`src/rtl/bsbe_pkg.sv`:
```
// Shared types and constants for the B-spline basis evaluator.
package bsbe_pkg;

    localparam int unsigned FRAC_W = 16;
    localparam int unsigned COEF_W = 17;
    localparam int unsigned DIFF_W = 33;
    localparam int unsigned ACC_W  = 35;
    localparam logic [COEF_W-1:0] ONE_Q16 = 17'h10000;

    typedef enum logic {
        OPER_KNOT_WRITE = 1'b0,
        OPER_EVALUATE   = 1'b1
    } oper_t;

    typedef enum logic {
        CFG_SPLINE_DEGREE = 1'b0,
        CFG_KNOT_COUNT    = 1'b1
    } cfg_index_t;

    typedef struct packed {
        logic               operation;
        logic [3:0]         knot_index;
        logic signed [31:0] knot_value;
        logic signed [31:0] eval_point;
    } in_word_t;

    typedef struct packed {
        logic [3:0]  basis_index;
        logic [16:0] basis_value;
        logic        last_value;
    } out_word_t;

    typedef enum logic [3:0] {
        DP_NOP,
        DP_KNOT_WR,
        DP_LOAD_T,
        DP_LD_KA,
        DP_LD_KB,
        DP_LD_KC,
        DP_LD_KD,
        DP_IND,
        DP_DIV_L,
        DP_DIV_R,
        DP_MUL_L,
        DP_MUL_R,
        DP_WB,
        DP_OUT
    } dp_op_t;

    typedef struct packed {
        dp_op_t op;
    } dp_cmd_t;

    typedef struct packed {
        logic div_done;
    } dp_status_t;

endpackage

```
`src/rtl/bspline_basis_evaluator.sv`:
```
// B-spline basis evaluator: Cox-de Boor recursion over a stored knot table.
// Knot write: stored in the table, no result. Evaluate: a degree-zero indicator pass over
// the knot intervals, then the recursion steps (two sequential divides on one shared divider
// dominate), then the emitted words, each held until the output side accepts it.
// One item in flight at a time. Synchronous active-low reset: degree 3, knot count 8;
// knot table and scratch hold no reset value.
module bspline_basis_evaluator #(
    parameter int unsigned MAX_KNOTS  = 16,
    parameter int unsigned MAX_DEGREE = 7
) (
    input  logic                  aclk,
    input  logic                  aresetn,
    input  logic                  cfg_wr_en,
    input  logic                  cfg_index,
    input  logic [4:0]            cfg_wr_data,
    input  logic                  s_valid,
    output logic                  s_ready,
    input  bsbe_pkg::in_word_t    s_data,
    output logic                  m_valid,
    input  logic                  m_ready,
    output bsbe_pkg::out_word_t   m_data
);
    import bsbe_pkg::*;

    localparam int unsigned KIW = $clog2(MAX_KNOTS);

    dp_cmd_t        cmd;
    dp_status_t     status;
    logic [KIW-1:0] knot_addr, work_addr;
    logic [16:0]    out_value;
    logic [3:0]     m_index;
    logic           m_last;

    bsbe_ctrl #(
        .MAX_KNOTS  (MAX_KNOTS),
        .MAX_DEGREE (MAX_DEGREE),
        .KIW        (KIW)
    ) u_ctrl (
        .aclk        (aclk),
        .aresetn     (aresetn),
        .cfg_wr_en   (cfg_wr_en),
        .cfg_index   (cfg_index),
        .cfg_wr_data (cfg_wr_data),
        .s_valid     (s_valid),
        .s_operation (s_data.operation),
        .s_ready     (s_ready),
        .m_valid     (m_valid),
        .m_ready     (m_ready),
        .m_index     (m_index),
        .m_last      (m_last),
        .cmd         (cmd),
        .knot_addr   (knot_addr),
        .work_addr   (work_addr),
        .status      (status)
    );

    bsbe_datapath #(
        .MAX_KNOTS (MAX_KNOTS),
        .KIW       (KIW)
    ) u_dp (
        .aclk      (aclk),
        .aresetn   (aresetn),
        .cmd       (cmd),
        .knot_addr (knot_addr),
        .work_addr (work_addr),
        .in_word   (s_data),
        .status    (status),
        .out_value (out_value)
    );

    assign m_data.basis_index = m_index;
    assign m_data.basis_value = out_value;
    assign m_data.last_value  = m_last;

endmodule

```
`src/rtl/bsbe_div.sv`:
```
// Sequential saturating Q1.16 divider for the recursion coefficients.
module bsbe_div (
    input  logic                                 aclk,
    input  logic                                 aresetn,
    input  logic                                 start,
    input  logic signed [bsbe_pkg::DIFF_W-1:0]   num,
    input  logic signed [bsbe_pkg::DIFF_W-1:0]   den,
    output logic                                 done,
    output logic [bsbe_pkg::COEF_W-1:0]          quo
);
    import bsbe_pkg::*;

    logic                  busy_reg, busy_next;
    logic                  done_reg, done_next;
    logic [4:0]            cnt_reg, cnt_next;
    logic [DIFF_W-1:0]     rem_reg, rem_next;
    logic [DIFF_W-1:0]     den_reg, den_next;
    logic [COEF_W-1:0]     quo_reg, quo_next;

    logic [DIFF_W:0]       num_ext, den_ext;
    logic [DIFF_W-1:0]     num_mag, den_mag;
    logic [DIFF_W:0]       shifted;
    logic                  fits;

    always_comb begin
        num_ext = {num[DIFF_W-1], num};
        den_ext = {den[DIFF_W-1], den};
        num_mag = num[DIFF_W-1] ? DIFF_W'(-num_ext) : num;
        den_mag = den[DIFF_W-1] ? DIFF_W'(-den_ext) : den;
        shifted = {rem_reg, 1'b0};
        fits    = shifted >= {1'b0, den_reg};

        busy_next = busy_reg;
        done_next = 1'b0;
        cnt_next  = cnt_reg;
        rem_next  = rem_reg;
        den_next  = den_reg;
        quo_next  = quo_reg;
        if (start) begin
            den_next = den_mag;
            rem_next = num_mag;
            cnt_next = 5'(FRAC_W);
            quo_next = '0;
            if (den == '0 || num == '0 || (num[DIFF_W-1] != den[DIFF_W-1])) begin
                done_next = 1'b1;
                busy_next = 1'b0;
            end else if (num_mag >= den_mag) begin
                quo_next  = ONE_Q16;
                done_next = 1'b1;
                busy_next = 1'b0;
            end else begin
                busy_next = 1'b1;
            end
        end else if (busy_reg) begin
            rem_next = fits ? DIFF_W'(shifted - {1'b0, den_reg}) : shifted[DIFF_W-1:0];
            quo_next = {quo_reg[COEF_W-2:0], fits};
            cnt_next = cnt_reg - 5'd1;
            if (cnt_reg == 5'd1) begin
                busy_next = 1'b0;
                done_next = 1'b1;
            end
        end
    end

    always_ff @(posedge aclk) begin
        if (!aresetn) begin
            busy_reg <= 1'b0;
            done_reg <= 1'b0;
        end else begin
            busy_reg <= busy_next;
            done_reg <= done_next;
        end
        cnt_reg <= cnt_next;
        rem_reg <= rem_next;
        den_reg <= den_next;
        quo_reg <= quo_next;
    end

    assign done = done_reg;
    assign quo  = quo_reg;

endmodule

```
`src/rtl/bsbe_datapath.sv`:
```
// Datapath: knot table, basis scratch, divider and multiply-accumulate.
module bsbe_datapath #(
    parameter int unsigned MAX_KNOTS = 16,
    parameter int unsigned KIW = 4
) (
    input  logic                  aclk,
    input  logic                  aresetn,
    input  bsbe_pkg::dp_cmd_t     cmd,
    input  logic [KIW-1:0]        knot_addr,
    input  logic [KIW-1:0]        work_addr,
    input  bsbe_pkg::in_word_t    in_word,
    output bsbe_pkg::dp_status_t  status,
    output logic [16:0]           out_value
);
    import bsbe_pkg::*;

    logic signed [31:0]  knot_mem [MAX_KNOTS];
    logic [COEF_W-1:0]   work_mem [MAX_KNOTS-1];

    logic signed [31:0]  t_reg, ka_reg, kb_reg, kc_reg, kd_reg;
    logic [COEF_W-1:0]   l_reg, r_reg, out_reg;
    logic                sel_r_reg;
    logic [ACC_W-1:0]    acc_reg;

    logic signed [31:0]     knot_q;
    logic [COEF_W-1:0]      work_q;
    logic signed [DIFF_W-1:0] div_num, div_den;
    logic                   div_done;
    logic [COEF_W-1:0]      div_quo;
    logic [COEF_W-1:0]      mul_coef;
    logic [2*COEF_W-1:0]    prod;
    logic [ACC_W-FRAC_W-1:0] acc_sh;
    logic [COEF_W-1:0]      wb_val;
    logic                   ind;

    assign knot_q = knot_mem[knot_addr];
    assign work_q = work_mem[work_addr];

    always_comb begin
        if (cmd.op == DP_DIV_R) begin
            div_num = DIFF_W'(kd_reg) - DIFF_W'(t_reg);
            div_den = DIFF_W'(kd_reg) - DIFF_W'(kb_reg);
        end else begin
            div_num = DIFF_W'(t_reg) - DIFF_W'(ka_reg);
            div_den = DIFF_W'(kc_reg) - DIFF_W'(ka_reg);
        end
        mul_coef = (cmd.op == DP_MUL_R) ? r_reg : l_reg;
        prod     = mul_coef * work_q;
        acc_sh   = acc_reg[ACC_W-1:FRAC_W];
        wb_val   = (acc_sh > (ACC_W-FRAC_W)'(ONE_Q16)) ? ONE_Q16 : acc_sh[COEF_W-1:0];
        ind      = (ka_reg <= t_reg) && (t_reg < kb_reg);
    end

    bsbe_div u_div (
        .aclk    (aclk),
        .aresetn (aresetn),
        .start   (cmd.op == DP_DIV_L || cmd.op == DP_DIV_R),
        .num     (div_num),
        .den     (div_den),
        .done    (div_done),
        .quo     (div_quo)
    );

    always_ff @(posedge aclk) begin
        if (!aresetn) begin
            sel_r_reg <= 1'b0;
        end else if (cmd.op == DP_DIV_L || cmd.op == DP_DIV_R) begin
            sel_r_reg <= (cmd.op == DP_DIV_R);
        end
        if (div_done) begin
            if (sel_r_reg) begin
                r_reg <= div_quo;
            end else begin
                l_reg <= div_quo;
            end
        end
        case (cmd.op)
            DP_KNOT_WR: begin
                if (32'(in_word.knot_index) < MAX_KNOTS) begin
                    knot_mem[KIW'(in_word.knot_index)] <= in_word.knot_value;
                end
            end
            DP_LOAD_T: t_reg  <= in_word.eval_point;
            DP_LD_KA:  ka_reg <= knot_q;
            DP_LD_KB:  kb_reg <= knot_q;
            DP_LD_KC:  kc_reg <= knot_q;
            DP_LD_KD:  kd_reg <= knot_q;
            DP_IND:    work_mem[work_addr] <= ind ? ONE_Q16 : '0;
            DP_MUL_L:  acc_reg <= ACC_W'(prod);
            DP_MUL_R:  acc_reg <= acc_reg + ACC_W'(prod);
            DP_WB:     work_mem[work_addr] <= wb_val;
            DP_OUT:    out_reg <= work_q;
            default: ;
        endcase
    end

    assign status.div_done = div_done;
    assign out_value       = out_reg;

endmodule

```
`src/rtl/bsbe_ctrl.sv`:
```
// Controller: configuration registers, recursion sequencer and output handshake.
module bsbe_ctrl #(
    parameter int unsigned MAX_KNOTS  = 16,
    parameter int unsigned MAX_DEGREE = 7,
    parameter int unsigned KIW = 4
) (
    input  logic                  aclk,
    input  logic                  aresetn,
    input  logic                  cfg_wr_en,
    input  logic                  cfg_index,
    input  logic [4:0]            cfg_wr_data,
    input  logic                  s_valid,
    input  logic                  s_operation,
    output logic                  s_ready,
    output logic                  m_valid,
    input  logic                  m_ready,
    output logic [3:0]            m_index,
    output logic                  m_last,
    output bsbe_pkg::dp_cmd_t     cmd,
    output logic [KIW-1:0]        knot_addr,
    output logic [KIW-1:0]        work_addr,
    input  bsbe_pkg::dp_status_t  status
);
    import bsbe_pkg::*;

    localparam int unsigned AW = KIW + 5;

    typedef enum logic [4:0] {
        ST_IDLE, ST_IND_A, ST_IND_B, ST_IND_W,
        ST_KA, ST_KB, ST_KC, ST_KD,
        ST_DIVL, ST_WAITL, ST_DIVR, ST_WAITR,
        ST_MULL, ST_MULR, ST_WB, ST_OUT_LD, ST_OUT_WAIT
    } state_t;

    state_t          state_reg;
    logic [2:0]      deg_reg;
    logic [4:0]      kc_reg;
    logic [AW-1:0]   i_reg;
    logic [2:0]      p_reg;
    logic            m_valid_reg, m_last_reg;
    logic [3:0]      m_index_reg;

    logic [AW-1:0]   n, d, p_ext, cnt;
    logic            accept;

    always_comb begin
        n      = (32'(kc_reg) > MAX_KNOTS) ? AW'(MAX_KNOTS) : AW'(kc_reg);
        d      = (32'(deg_reg) > MAX_DEGREE) ? AW'(MAX_DEGREE) : AW'(deg_reg);
        p_ext  = AW'(p_reg);
        cnt    = n - d - AW'(1);
        accept = s_valid && (state_reg == ST_IDLE);

        knot_addr = KIW'(i_reg);
        work_addr = KIW'(i_reg);
        cmd.op    = DP_NOP;
        unique case (state_reg)
            ST_IDLE:  if (s_valid) begin
                cmd.op = (s_operation == OPER_KNOT_WRITE) ? DP_KNOT_WR : DP_LOAD_T;
            end
            ST_IND_A: cmd.op = DP_LD_KA;
            ST_IND_B: begin
                cmd.op = DP_LD_KB;
                knot_addr = KIW'(i_reg + AW'(1));
            end
            ST_IND_W: cmd.op = DP_IND;
            ST_KA:    cmd.op = DP_LD_KA;
            ST_KB: begin
                cmd.op = DP_LD_KB;
                knot_addr = KIW'(i_reg + AW'(1));
            end
            ST_KC: begin
                cmd.op = DP_LD_KC;
                knot_addr = KIW'(i_reg + p_ext);
            end
            ST_KD: begin
                cmd.op = DP_LD_KD;
                knot_addr = KIW'(i_reg + p_ext + AW'(1));
            end
            ST_DIVL:  cmd.op = DP_DIV_L;
            ST_DIVR:  cmd.op = DP_DIV_R;
            ST_MULL:  cmd.op = DP_MUL_L;
            ST_MULR: begin
                cmd.op = DP_MUL_R;
                work_addr = KIW'(i_reg + AW'(1));
            end
            ST_WB:    cmd.op = DP_WB;
            ST_OUT_LD: cmd.op = DP_OUT;
            ST_WAITL, ST_WAITR, ST_OUT_WAIT: cmd.op = DP_NOP;
            default:  cmd.op = DP_NOP;
        endcase
    end

    always_ff @(posedge aclk) begin
        if (!aresetn) begin
            state_reg   <= ST_IDLE;
            deg_reg     <= 3'd3;
            kc_reg      <= 5'd8;
            m_valid_reg <= 1'b0;
            m_last_reg  <= 1'b0;
            m_index_reg <= '0;
            i_reg       <= '0;
            p_reg       <= '0;
        end else begin
            if (cfg_wr_en) begin
                unique case (cfg_index)
                    CFG_SPLINE_DEGREE: deg_reg <= cfg_wr_data[2:0];
                    CFG_KNOT_COUNT:    kc_reg  <= cfg_wr_data;
                    default: ;
                endcase
            end
            unique case (state_reg)
                ST_IDLE: begin
                    if (accept && s_operation == OPER_EVALUATE &&
                        n >= AW'(2) && d < n - AW'(1)) begin
                        i_reg     <= '0;
                        p_reg     <= '0;
                        state_reg <= ST_IND_A;
                    end
                end
                ST_IND_A: state_reg <= ST_IND_B;
                ST_IND_B: state_reg <= ST_IND_W;
                ST_IND_W: begin
                    if (i_reg + AW'(2) < n) begin
                        i_reg     <= i_reg + AW'(1);
                        state_reg <= ST_IND_A;
                    end else if (d == '0) begin
                        i_reg     <= '0;
                        state_reg <= ST_OUT_LD;
                    end else begin
                        i_reg     <= '0;
                        p_reg     <= 3'd1;
                        state_reg <= ST_KA;
                    end
                end
                ST_KA:   state_reg <= ST_KB;
                ST_KB:   state_reg <= ST_KC;
                ST_KC:   state_reg <= ST_KD;
                ST_KD:   state_reg <= ST_DIVL;
                ST_DIVL: state_reg <= ST_WAITL;
                ST_WAITL: if (status.div_done) begin
                    state_reg <= ST_DIVR;
                end
                ST_DIVR: state_reg <= ST_WAITR;
                ST_WAITR: if (status.div_done) begin
                    state_reg <= ST_MULL;
                end
                ST_MULL: state_reg <= ST_MULR;
                ST_MULR: state_reg <= ST_WB;
                ST_WB: begin
                    if (i_reg + p_ext + AW'(2) < n) begin
                        i_reg     <= i_reg + AW'(1);
                        state_reg <= ST_KA;
                    end else if (p_ext == d) begin
                        i_reg     <= '0;
                        state_reg <= ST_OUT_LD;
                    end else begin
                        i_reg     <= '0;
                        p_reg     <= p_reg + 3'd1;
                        state_reg <= ST_KA;
                    end
                end
                ST_OUT_LD: begin
                    m_valid_reg <= 1'b1;
                    m_index_reg <= 4'(i_reg);
                    m_last_reg  <= (i_reg + AW'(1) == cnt);
                    state_reg   <= ST_OUT_WAIT;
                end
                ST_OUT_WAIT: begin
                    if (m_ready) begin
                        m_valid_reg <= 1'b0;
                        if (m_last_reg) begin
                            state_reg <= ST_IDLE;
                        end else begin
                            i_reg     <= i_reg + AW'(1);
                            state_reg <= ST_OUT_LD;
                        end
                    end
                end
                default: state_reg <= ST_IDLE;
            endcase
        end
    end

    assign s_ready = (state_reg == ST_IDLE);
    assign m_valid = m_valid_reg;
    assign m_index = m_index_reg;
    assign m_last  = m_last_reg;

endmodule
```
`config.mk`:
```
export PLATFORM = sky130hd
export DESIGN_NAME = bspline_basis_evaluator
export DESIGN_NICKNAME = d
export VERILOG_FILES = /design/src/rtl/bsbe_pkg.sv /design/src/rtl/bspline_basis_evaluator.sv /design/src/rtl/bsbe_div.sv /design/src/rtl/bsbe_datapath.sv /design/src/rtl/bsbe_ctrl.sv
export SDC_FILE = /design/constraint.sdc
export NUM_CORES = 2
export LEC_CHECK = 0
export BUFFER_PORTS_ARGS = -buffer_cell sky130_fd_sc_hd__buf_2
export CAP_MARGIN = 20
export CORE_MARGIN = 4
export CORE_UTILIZATION = 60
export CTS_BUF_LIST = sky130_fd_sc_hd__clkbuf_16
export DETAILED_ROUTE_END_ITERATION = 8
export HOLD_SLACK_MARGIN = 0.15
export PLACE_DENSITY = 0.76
export SLEW_MARGIN = 15
export SYNTH_ARGS = -nofsm -noshare
export SYNTH_HDL_FRONTEND = slang
export SYNTH_SLANG_ARGS = --single-unit
```
`constraint.sdc`:
```
create_clock -name aclk -period 13.83 [get_ports aclk]
set_clock_uncertainty 0.05 [all_clocks]
set_input_delay 1.383 -clock aclk [delete_from_list [all_inputs] [get_ports aclk]]
set_output_delay 1.383 -clock aclk [all_outputs]
set_load 0.05 [all_outputs]
```
==> results by stage <==
Setup path:
- STA classifies the critical path endpoint as a flip-flop.
- The category of the most critical setup path is flip-flop to flip-flop.
- The maximum single-stage delay on the critical path is ~0.77 ns.
- STA puts the critical path data required time at between 10 and 15 ns.
- The sort of element at the start of the critical path is a flip-flop.
- The number of cells on the worst reg-to-reg path is 39.
- For this design, the slowest cell found on the critical path is dfxtp_1.
- Along the worst path, the maximum fanout reaches 24.
- STA puts the critical path data arrival time at about 12 ns.
- The flop-to-flop setup slack is 1.92 ns.
- The worst register-to-register path ends at u_dp.acc_reg[32].
- In this run the critical register-to-register path is launched from u_ctrl.state_reg[2].

STA:
- Adding up every negative setup slack in the final design gives 0 ns.
- The number of hold violations in the final report is 0.
- The number of pins with negative max-slew slack in the final report is 0.
- The worst slew margin relative to its limit is 0.265.
- The setup-violating endpoint count in the final report is 0.
- The minimum period implied by the final worst setup slack is 11.91 ns.
- The achievable clock frequency is around 84 MHz.
- The worst-margin pin slew is roughly 1.1 ns.
- Setup repair after global routing left no endpoint under its margin.
- The final clock period utilization by the worst path is 0.862.

Clock network:
- In this run, post-CTS repair resized a total of 0 instances.
- The buffers inserted during post-CTS setup optimization is 0.
- After clock tree synthesis, the clock-pin slew on the worst setup and hold paths is around 0.070 ns.
- The cell chosen for the clock root is clkbuf_16.
- Hold repair after CTS inserted 0 buffers.
- The later pin in the worst-skew pair is clocked with a latency of about 0.74 ns.
- The TritonCTS buffer count is roughly 110.
- The number of buffers on the longest clock path is 3.
- The number of H-tree levels is 3.
- The CTS tree is built.
- The clock net in this run drives a total of approximately 1100 sinks.

Finish:
- Compared with the post-synthesis result, the final layout area differs by 9.04%.
- The register with the most flip-flops in the layout has 512 of them.
- The library cells used most frequently in the layout, excluding fill and tap cells, are 1096 x edfxtp_1, 539 x inv_1, 523 x nand2_1, 455 x nor2_1, 447 x a21oi_1.
- The final cell count without fillers is about 7800.
- The library cell used most frequently in the layout, excluding fill and tap cells, is edfxtp_1.
- The share of cells above drive strength 1 is 0.109.
- The count of fill cells added during filler insertion is between 8000 and 9000.
- The layout net count is slightly below 7000.

Routing:
- The number of remaining DRC errors is 0.
- The detailed-route vias per instance is roughly 6.2.
- The DRC violation total after the first TritonRoute iteration is 4979.
- The count of nets left with antenna violations once routing finished came out at 0.
- After detailed routing, the total wire length is between 150000 and 200000 microns.
- After detailed routing, the average wire length per cell comes to 22.7 microns.
- The total vias in the final route is ~48000.
- The number of detailed-route iterations in the first pass is 6.

Logic synthesis:
- Synthesis produced a netlist whose cell count is around 6000.
- In this run, synthesis produced a sequential element count of between 1000 and 1500.
- The number of nets handed over by synthesis was just under 7000.
- In the synthesized netlist the async set-or-reset flop fraction comes to 0.
- The number of distinct library cells after synthesis is 110.
- The dominant synthesized flop cell is edfxtp_1.
- The cell area that synthesis handed to floorplanning was just under 0.07 sq mm.
- The average cell area after synthesis is approximately 11 sq um.
- For this run, the register share of the synthesized area comes to 0.486.
- The synthesized design contains roughly 1100 enable-type register cells.
- The total number of yosys warnings is 0.

Placement:
- The placed cell count is around 7500.
- In this run the tool buffered the top-level ports with between 100 and 150 buffer cells.
- The weighted congestion at the end of routability-driven global placement is roughly 0.95.
- Detailed placement ended at an HPWL of between 100000 and 150000 microns.

Floorplan:
- The region available for standard cell placement spans roughly 0.11 sq mm.
- The starting density of the core is 0.605.
- Row generation in the floorplan step produced between 100 and 150 rows.
- The vertical die dimension is 348 microns.
- The floorplan step defined a die boundary enclosing around 0.12 sq mm.
- The number of placed I/O pins is 104.
- The die is about 350 microns wide.

Power and ir drop:
- The analysis attributes to cell leakage a power of about 0.03 uW.
- In this run the power density over the cells is around 120 mW/mm^2.
- VDD sags by at most 138 uV.

Min path:
- In this run the most critical hold path is launched from u_dp.u_div.quo[5].
- The hold path depth is 0.
- The worst hold path terminates at u_dp.l_reg[5].
- The min-delay analysis places its worst path in the category flip-flop to flip-flop.

Global route:
- The first global-routing pass estimated approximately 270000 microns of wire.
- The via count of the first global-routing pass is roughly 47000.
- The number of antenna violations at the first check in global routing was 11.
- The largest net degree at the start of global routing is 209.
- For this run the aggregate overflow at the end of global routing stands at 0.
- Across every metal layer, demand over resource in global routing totals 0.289.

Run:
- The max-capacitance violation count is 0.

Outcome:
- The run finished with clean final reports.
==> logic make-up (layout without fill, tap and decap cells) <==
family,count (synthesis),in the layout,share of synthesized area
buffers and inverters,781,924,0.0433
muxes,381,381,0.0686
xor gates and xnor gates,281,281,0.0357
and+or+nand+nor,1604,1604,0.109
DFF,1135,1135,0.486
adders and majority gates,632,632,0.139
other,0,6,0
AOI/OAI and AO/OA,1276,1276,0.118
==> worst max-delay path, delay by kind of cell, from the launching register on <==
kind            cells  cell delay (ns)
compound gates     15             3.42
fa+ha+maj           8             3.41
mux                 3             1.65
simple gates        6             1.16
buf+inv             5             0.80
flops               1             0.77
xor+xnor            2             0.34
==> where the power goes <==
part | internal, uW | switching, uW | leakage, uW
clock | 1790 | 1370 | 0.00191
sequential | 3820 | 22.2 | 0.0102
combinational | 753 | 1080 | 0.0180
total | 6360 | 2470 | 0.0301
==> cells in the mapped netlist (all sizes together) (134+ instances only) <==
cell	n	area, sq um
ha	400	5000
nor2	482	1810
inv	529	1990
o21ai	223	1130
a211oi	134	1040
fa	232	4640
xnor2	184	1620
mux2i	186	1860
clkbuf	167	629
edfxtp	1096	32900
a21oi	453	2290
nand2	524	1970
==> stage by stage <==
| step | area, sq um | setup slack [ns] | total power [uW] | util | hold WS [ns] |
|---|---|---|---|---|---|
| 3_5_place_dp | 71700 | 2.03 | 5700 | 0.626 | 0.393 |
| 2_1_floorplan | 69300 | 2.20 | 5280 | - | 0.371 |
| 5_1_grt | 75500 | 1.18 | 9230 | 0.660 | 0.427 |
| 6_report | 75500 | 1.92 | 8830 | 0.660 | 0.417 |
| 4_1_cts | 75500 | 1.95 | 8850 | 0.660 | 0.419 |
| 3_3_place_gp | 71700 | 2.19 | 5650 | 0.626 | 0.381 |
==> cell type report <==
class                   instances  area, sq um  area share
diodes                          6         15.0    0.000199
clock buffers                 115         2880      0.0381
clock inverters                97          985      0.0130
inverters                     531         1990      0.0264
multi-input cells            4174        32900       0.436
flip-flops and latches       1135        33700       0.446
well taps                    1512         1890      0.0250
repair buffers                181         1150      0.0152
==> worst max-delay path by stage <==
stage / to / slack (ns) / start
after floorplan: u_dp.acc_reg[32] / 2.20 / u_ctrl.state_reg[1]
after global placement: u_dp.acc_reg[32] / 2.19 / u_ctrl.state_reg[2]
after detailed placement: u_dp.acc_reg[32] / 2.03 / u_ctrl.state_reg[2]
after CTS: u_dp.acc_reg[32] / 1.95 / u_ctrl.state_reg[2]
after global routing: u_dp.acc_reg[32] / 1.18 / u_ctrl.state_reg[2]
final: u_dp.acc_reg[32] / 1.92 / u_ctrl.state_reg[2]
==> metal layers <==
metal	part of all wire	wire, microns	vias to the layer above	global-route usage
met5	0.00027	47	-	0
met4	0.028	4960	6	0.0801
met3	0.095	16700	320	0.0497
met2	0.46	80600	2171	0.455
met1	0.42	74000	23600	0.421
li1	-	-	22100	-
(Power assumes the default switching activity.)
